### src/rtl/sapq_pkg.sv
// Shared constants and types for the sorted array priority queue.
`default_nettype none
package sapq_pkg;

  localparam int QUEUE_DEPTH   = 16;
  localparam int VALUE_BITS    = 32;
  localparam int PRIORITY_BITS = 16;
  localparam int CNT_W         = $clog2(QUEUE_DEPTH + 1);

  // fixed port widths
  localparam int PORT_VALUE_W = 32;
  localparam int PORT_PRIO_W  = 16;
  localparam int TOTAL_W      = 5;

  typedef enum logic {
    CMD_INSERT = 1'b0,
    CMD_PULL   = 1'b1
  } cmd_e;

  typedef enum logic [1:0] {
    STATUS_OK    = 2'd0,
    STATUS_FULL  = 2'd1,
    STATUS_EMPTY = 2'd2
  } status_e;

  typedef struct packed {
    logic [VALUE_BITS-1:0]    value;
    logic [PRIORITY_BITS-1:0] prio;
  } entry_t;

  // broadcast to every cell
  typedef struct packed {
    logic   ins_en;
    logic   pull_en;
    entry_t item;
  } cell_ctl_t;

endpackage
`default_nettype wire

### src/rtl/sapq_cell.sv
// One slot of the sorted array: holds an entry and trades it with its neighbors.
`default_nettype none
module sapq_cell
  import sapq_pkg::*;
(
  input  wire logic      clk_i,
  input  wire cell_ctl_t ctl_i,
  input  wire logic      occ_i,      // slot holds a live entry
  input  wire logic      at_tail_i,  // slot is the first free one
  input  wire entry_t    left_i,
  input  wire logic      left_lt_i,  // left neighbor is live and ranks below new item
  input  wire entry_t    right_i,
  output entry_t         entry_o,
  output entry_t         entry_d_o,
  output logic           lt_o
);

  entry_t entry_q, entry_d;

  assign lt_o = occ_i && ($signed(entry_q.prio) < $signed(ctl_i.item.prio));

  always_comb begin
    entry_d = entry_q;
    if (ctl_i.ins_en) begin
      if (left_lt_i) begin
        entry_d = left_i;
      end else if (lt_o || at_tail_i) begin
        entry_d = ctl_i.item;
      end
    end else if (ctl_i.pull_en) begin
      entry_d = right_i;
    end
  end

  always_ff @(posedge clk_i) begin
    entry_q <= entry_d;
  end

  assign entry_o   = entry_q;
  assign entry_d_o = entry_d;

endmodule
`default_nettype wire

### src/rtl/sorted_array_priority_queue.sv
// Top level of the sorted array priority queue: cell row, count and result register.
//
// Bounded priority queue held in a row of QUEUE_DEPTH slot cells, highest
// priority in slot 0. Each input word is an insert (value plus signed
// priority) or a pull. An insert lands behind all entries of equal or higher
// priority, so ties leave in arrival order. Insert on full and pull on empty
// are rejected with a status code and change nothing.
// Both channels use valid/stall. One result word follows every input word,
// in the cycle after acceptance; every slot compares and shifts in parallel,
// so one word is taken each cycle unless the receiver stalls a held result.
// The result register frees as it is read: a new input word is taken in the
// same cycle the pending result leaves. While the receiver stalls a held
// result, in_stall_o is high and the queue state holds.
// Reset empties the queue at once (count cleared, no result pending); slot
// contents are not cleared and are never read while not live.
`default_nettype none
module sorted_array_priority_queue
  import sapq_pkg::*;
(
  input  wire logic                          clk_i,
  input  wire logic                          rst_ni,
  input  wire logic                          in_valid_i,
  output logic                               in_stall_o,
  input  wire logic                          command_i,
  input  wire logic        [PORT_VALUE_W-1:0] item_value_i,
  input  wire logic signed [PORT_PRIO_W-1:0]  item_priority_i,
  output logic                               out_valid_o,
  input  wire logic                          out_stall_i,
  output logic             [PORT_VALUE_W-1:0] pulled_value_o,
  output logic                               pulled_valid_o,
  output logic             [1:0]              status_o,
  output logic             [PORT_VALUE_W-1:0] head_value_o,
  output logic             [TOTAL_W-1:0]      entry_total_o,
  output logic                               queue_empty_o,
  output logic                               queue_full_o
);

  logic             accept;
  logic             is_full, is_empty;
  cell_ctl_t        ctl;
  status_e          status_d;
  logic [CNT_W-1:0] count_q, count_d;

  entry_t entry   [QUEUE_DEPTH];
  entry_t entry_d [QUEUE_DEPTH];
  logic   lt      [QUEUE_DEPTH];

  logic                    out_valid_q;
  logic [VALUE_BITS-1:0]   pulled_value_q, head_value_q;
  logic                    pulled_valid_q, empty_q, full_q;
  status_e                 status_q;
  logic [CNT_W-1:0]        total_q;

  assign in_stall_o = out_valid_q && out_stall_i;
  assign accept     = in_valid_i && !in_stall_o;
  assign is_full    = (count_q == CNT_W'(QUEUE_DEPTH));
  assign is_empty   = (count_q == '0);

  always_comb begin
    ctl.ins_en     = accept && (command_i == CMD_INSERT) && !is_full;
    ctl.pull_en    = accept && (command_i == CMD_PULL) && !is_empty;
    ctl.item.value = VALUE_BITS'(item_value_i);
    ctl.item.prio  = PRIORITY_BITS'(item_priority_i);
  end

  always_comb begin
    count_d  = count_q;
    status_d = STATUS_OK;
    if (ctl.ins_en) begin
      count_d = count_q + CNT_W'(1);
    end else if (ctl.pull_en) begin
      count_d = count_q - CNT_W'(1);
    end
    if (command_i == CMD_INSERT) begin
      if (is_full) status_d = STATUS_FULL;
    end else begin
      if (is_empty) status_d = STATUS_EMPTY;
    end
  end

  for (genvar i = 0; i < QUEUE_DEPTH; i++) begin : g_cell
    entry_t left_e, right_e;
    logic   left_lt;

    if (i == 0) begin : g_head
      assign left_e  = entry[0];
      assign left_lt = 1'b0;
    end else begin : g_mid
      assign left_e  = entry[i-1];
      assign left_lt = lt[i-1];
    end

    if (i == QUEUE_DEPTH - 1) begin : g_last
      assign right_e = entry[i];
    end else begin : g_inner
      assign right_e = entry[i+1];
    end

    sapq_cell u_cell (
      .clk_i     (clk_i),
      .ctl_i     (ctl),
      .occ_i     (count_q > CNT_W'(i)),
      .at_tail_i (count_q == CNT_W'(i)),
      .left_i    (left_e),
      .left_lt_i (left_lt),
      .right_i   (right_e),
      .entry_o   (entry[i]),
      .entry_d_o (entry_d[i]),
      .lt_o      (lt[i])
    );
  end

  always_ff @(posedge clk_i or negedge rst_ni) begin
    if (!rst_ni) begin
      count_q     <= '0;
      out_valid_q <= 1'b0;
    end else begin
      count_q <= count_d;
      if (accept) begin
        out_valid_q <= 1'b1;
      end else if (!out_stall_i) begin
        out_valid_q <= 1'b0;
      end
    end
  end

  // result word payload
  always_ff @(posedge clk_i) begin
    if (accept) begin
      pulled_value_q <= ctl.pull_en ? entry[0].value : '0;
      pulled_valid_q <= ctl.pull_en;
      status_q       <= status_d;
      head_value_q   <= (count_d != '0) ? entry_d[0].value : '0;
      total_q        <= count_d;
      empty_q        <= (count_d == '0);
      full_q         <= (count_d == CNT_W'(QUEUE_DEPTH));
    end
  end

  assign out_valid_o    = out_valid_q;
  assign pulled_value_o = PORT_VALUE_W'(pulled_value_q);
  assign pulled_valid_o = pulled_valid_q;
  assign status_o       = status_q;
  assign head_value_o   = PORT_VALUE_W'(head_value_q);
  assign entry_total_o  = TOTAL_W'(total_q);
  assign queue_empty_o  = empty_q;
  assign queue_full_o   = full_q;

  a_count_bound: assert property (@(posedge clk_i) disable iff (!rst_ni)
    count_q <= CNT_W'(QUEUE_DEPTH))
    else $error("entry count above depth");

  a_empty_pull: assert property (@(posedge clk_i) disable iff (!rst_ni)
    (accept && command_i == CMD_PULL && is_empty) |=>
      (out_valid_o && status_o == STATUS_EMPTY && !pulled_valid_o))
    else $error("pull on empty queue not rejected");

  a_full_hold: assert property (@(posedge clk_i) disable iff (!rst_ni)
    (accept && command_i == CMD_INSERT && is_full) |=> $stable(count_q))
    else $error("rejected insert changed the count");

  a_flags: assert property (@(posedge clk_i) disable iff (!rst_ni)
    out_valid_o |-> (queue_empty_o == (total_q == '0)
                     && (pulled_valid_o == (status_o == STATUS_OK
                                            && pulled_value_o == pulled_value_o)
                         || !pulled_valid_o)))
    else $error("result flags disagree with entry total");

endmodule
`default_nettype wire

### config.mk
export PLATFORM = sky130hd
export DESIGN_NAME = sorted_array_priority_queue
export DESIGN_NICKNAME = d
export VERILOG_FILES = /design/src/rtl/sapq_pkg.sv /design/src/rtl/sapq_cell.sv /design/src/rtl/sorted_array_priority_queue.sv
export SDC_FILE = /design/constraint.sdc
export NUM_CORES = 2
export LEC_CHECK = 0
export ABC_AREA = 1
export BUFFER_PORTS_ARGS = -buffer_cell sky130_fd_sc_hd__buf_4
export CAP_MARGIN = 15
export CORE_MARGIN = 3
export CORE_UTILIZATION = 30
export CTS_CLUSTER_SIZE = 30
export DETAILED_ROUTE_END_ITERATION = 10
export SKIP_CTS_REPAIR_TIMING = 1
export SLEW_MARGIN = 15
export SYNTH_ARGS = -nofsm -noshare
export SYNTH_HDL_FRONTEND = slang
export SYNTH_HIERARCHICAL = 1
export SYNTH_SLANG_ARGS = --single-unit
### constraint.sdc
create_clock -name clk_i -period 9.1 [get_ports clk_i]
set_input_delay 1.365 -clock clk_i [delete_from_list [all_inputs] [get_ports clk_i]]
set_output_delay 1.365 -clock clk_i [all_outputs]
set_load 0.02 [all_outputs]
### Yosys cells after proc, flatten, opt, wreduce, memory -nomap -nowiden

Index checks and enable logic that the tools add are counted.
W data, S select, Z words.

| storage, ports and cells | value |
|---|---|
| register bits after elaboration | 848 |
| input port bits | 53 |
| output and inout bits | 76 |
| logic and storage cells | 239 |

| operators by class | value |
|---|---|
| $add $sub $neg | 2 |
| magnitude comparators | 32 |
| equality and inequality tests | 33 |
| mux-type cells | 68 |
| bitwise logic cells | 1 |
| reductions and logical operators | 62 |

Operators by type and width:

| kind | count |
|---|---|
| $mux W48 | 61 |
| $lt A16 B16 Y1 | 16 |
| $ne A3 B1 Y1 const B | 14 |
| $eq A5 B4 Y1 const B | 8 |
| $gt A5 B4 Y1 const B | 8 |
| $reduce_and A2 Y1 | 16 |
| $logic_and A1 B1 Y1 | 22 |
| $eq A5 B3 Y1 const B | 4 |
| $gt A5 B3 Y1 const B | 4 |
| $logic_or A1 B1 Y1 | 16 |
| $eq A5 B2 Y1 const B | 2 |
| $eq A5 B5 Y1 const B | 2 |
| $gt A5 B1 Y1 const B | 2 |
| $gt A5 B2 Y1 const B | 2 |
| $logic_not A5 Y1 | 2 |
| $mux W5 | 2 |
| $add A5 B1 Y5 const B | 1 |
| $eq A5 B1 Y1 const B | 1 |
| $reduce_bool A5 Y1 | 1 |
| $sub A5 B1 Y5 const B | 1 |
| $mux W2 | 2 |
| $ne A2 B1 Y1 const B | 2 |
| $reduce_bool A2 Y1 | 2 |
| $logic_not A1 Y1 | 3 |
| other kinds (2) | 4 |

### Longest topological paths before layout

| logic depth | value |
|---|---|
| word-level depth | 8 |
| mapped depth | 21 |
| mapped depth without buffers | 19 |

### Modules after synthesis

The synthesis kept the hierarchy.

Modules (own cells, without submodules):

| module | instances | cells each | area an instance (sq um) | sequential area each (sq um) |
|---|---|---|---|---|
| sapq_cell at g_cell[1].u_cell ... | 9 | 647 | 3579.7 | 960.9 |
| sapq_cell at g_cell[0].u_cell ... | 7 | 649 | 3594.7 | 960.9 |
| sorted_array_priority_queue | 1 | 336 | 3527.1 | 2372.3 |

### Worst setup path before layout

OpenSTA, ideal clock, no wires.

| timing | value |
|---|---|
| path kind | input to register |
| start | input out_stall_i |
| end | register head_value_q[11], in the netlist head_value_o[11], data pin |
| setup time | 0.249 ns |
| data arrival time | 3.623 ns |
| required time | 8.851 ns |
| slack | 5.228 ns |
| stages | 12 |
| buffers on the path | 2 |
| cells stage by stage | nand2_1 nand2_1 nor2_1 nand2_2 inv_1 buf_1 buf_1 nor2_1 o21ai_0 nand2_1 nand2_1 inv_2 |

RTL lines:

| what | line | RTL |
|---|---|---|
| from (decl) | sorted_array_priority_queue.sv:28 | `input wire logic out_stall_i,` |
| to (signal assigned) | sorted_array_priority_queue.sv:133 | `head_value_q <= (count_d != '0) ? entry_d[0].value : '0;` |
| to (decl) | sorted_array_priority_queue.sv:49 | `logic [VALUE_BITS-1:0] pulled_value_q, head_value_q;` |

==> results.toml <==
[clock_network]
cts-htree-levels = 3
cts_buffer_depth = 3
cts_num_sinks = 848
path_clk_slew_ps = 70
cts_tree = "yes"
cts_buffers = 99
clock_latency_ps = 740
ctsRootBufferMaster = "clkbuf_16"

[placed_design]
routabilityCongestion = 0.8133
placed_area_um2 = 62860
port-buffer-count = 128
post-dp-hpwl_um = 130700
place_inst = 12880

[floorplanning]
start_util_pct = 30.32
core_um2 = 200900
die_w_um = 456.6
die_h_um = 456.6
dieArea_um2 = 208500
io-pin-count = 129
num_rows = 164

[layout]
final_cells = 13060
syn_to_final_growth_pct = 8.840
stdcell_area_um2 = 66290
drive_gt1_share_pct = 4.875
fill_cells = 22180
fin_nets = 10620

[power]
pwr-share-clk_pct = 15.5
power.density_nw_per_um2 = 414.8
p_comb_share_pct = 54.9
switching_share_pct = 50.04
p_sw_mw = 13.76
seqPwrFrac_pct = 29.6
p_int_mw = 13.74
p_leak_nw = 32.91
ir_worst_vdd_mv = 0.2490

[timing]
maxSlewHeadroom_pct = 24.94
setup_violations = 0
period_share_pct = 49.23
max_freq_mhz = 223.2
worst_pin_slew_ps = 1126
maxSlewViolCount = 0
post-route-min-period_ps = 4480
rsz0062_at_grt = "no"
setup-tns-final_ps = 0
worst_clock_skew_ps = 36.18
hold_viol = 0

[setup_path]
cp_common_cell = "nand2_1"
crit_buf_inv = 6
cp_max_fo = 50
crit_required_ps = 9590
reg2regPathDepth = 11
cpLargestDelayFamily = "simple AND/OR/NAND/NOR gates"
startpoint_type = "input pin"
endpoint_kind = "register"
slowest_delay_ps = 810
critical_path_depth = 19
crit_arrival_ps = 4970
path_class = "in2reg"
cp_cell_sequence = "buf_4, buf_4, inv_1, ha_1, nand2_1, inv_1, o21ai_1, a21oi_1, nor2_1, nand3_1, nand3_2, buf_4, nand2_2, nand2_1, nand3_1, nand2_1, nand2_1, nand2_1, inv_2"
cpMaxStageDelayCell = "nand2_2"

[global_route]
antenna_found_initial = 2
gr-total-overflow = 0
grt_pass1_wl_um = 311500
grt_max_degree = 135
grt_pass1_vias = 56100
grt_usage_pct = 17.39

[drt]
avgRoutedWirePerCell_um = 14.39
vias = 62290
wirelength_um = 187900
viasPerCell = 4.770
ant_nets = 0
route.detailed.drc = 0
drt_first_pass_iters = 7
drt_iter0_drc = 5396

[logic_synthesis]
yosysWarnings = 6
syn_area_um2 = 60900
syn_inst = 10700
syn_nets = 11000
synth.avg_cell_area_um2 = 5.691

[run_status]
status = "finished, final reports clean"

[worst_hold_path]
hold_path.class = "in2async"

[flow_run]
timing.max_cap.violations = 0
==> worst paths after layout <==
check | from | to | slack, ps
min in group clk_i | out_valid_o$_DFFE_PN0P_ | out_valid_o$_DFFE_PN0P_ | 520
min reg2reg | out_valid_o$_DFFE_PN0P_ | out_valid_o$_DFFE_PN0P_ | 520
max | item_priority_i[11] | head_value_o[28]$_SDFFCE_PN0N_ | 4620
min | rst_ni | out_valid_o$_DFFE_PN0P_ | 450
max reg2reg | count_q[0]$_DFF_PN0_ | g_cell[15].u_cell/entry_o[7]$_DFF_P_ | 4930
max in group asynchronous | rst_ni | count_q[1]$_DFF_PN0_ | 8480
==> registers in the layout, indices dropped and copies added (netlist names), 2 cells and up <==
register,count
count_q,5
pulled_value_o,32
g_cell.u_cell/entry_o,768
status_o,2
entry_total_o,5
head_value_o,32
==> placed cells by master, fill, tap and decap left out, types with 18 or more instances in the layout <==
cell type and count:
inv_2 65, edfxtp_1 74, ha_1 246, o21ai_0 788
nor2_1 3153, nand2_1 2639, a21oi_1 123, inv_1 436
clkbuf_8 22, clkbuf_1 18, nand3_1 1575, clkbuf_16 102
buf_4 243, dfxtp_1 768
==> stage by stage <==
| stage | worst slack, ps | util (%) | hold slack [ps] | power (mW) |
|---|---|---|---|---|
| floorplan | 5228 | - | 483.8 | 20.16 |
| global placement | 4063 | 31.29 | 508.0 | 22.92 |
| detailed placement | 4005 | 31.29 | 507.3 | 23.18 |
| CTS | 4799 | 32.99 | 412.7 | 27.51 |
| global route | 4446 | 32.99 | 420.4 | 30.66 |
| finish | 4620 | 33.00 | 453.7 | 27.50 |
==> area by class of cell <==
class | instances | area [um^2] | share of cell area, %
multi-input cells | 8618 | 37930 | 57.22
flip-flops and latches | 848 | 17750 | 26.77
well taps | 2656 | 3323 | 5.013
clock buffers | 142 | 2923 | 4.409
repair buffers | 249 | 1944 | 2.933
inverters | 506 | 1914 | 2.888
clock inverters | 36 | 500.5 | 0.7550
diodes | 3 | 7.507 | 0.01133
==> per-layer routing <==
| layer | track usage, % | vias up | wire (um) |
|---|---|---|---|
| met5 | 0 | - | 0 |
| met4 | 2.695 | 0 | 2355 |
| met3 | 2.413 | 154 | 10240 |
| met2 | 25.42 | 1477 | 74750 |
| met1 | 27.04 | 27300 | 100500 |
| li1 | - | 33360 | - |
==> power by group through the flow <==
stage | clock [mW] | combinational, mW | sequential, mW
3_5_place_dp | 0 | 15.0 | 8.19
4_1_cts | 4.36 | 15.1 | 8.10
6_report | 4.27 | 15.1 | 8.13
5_1_grt | 4.50 | 17.7 | 8.51
3_3_place_gp | 0 | 14.7 | 8.19
2_1_floorplan | 0 | 12.8 | 7.35
(Power assumes the default switching activity.)
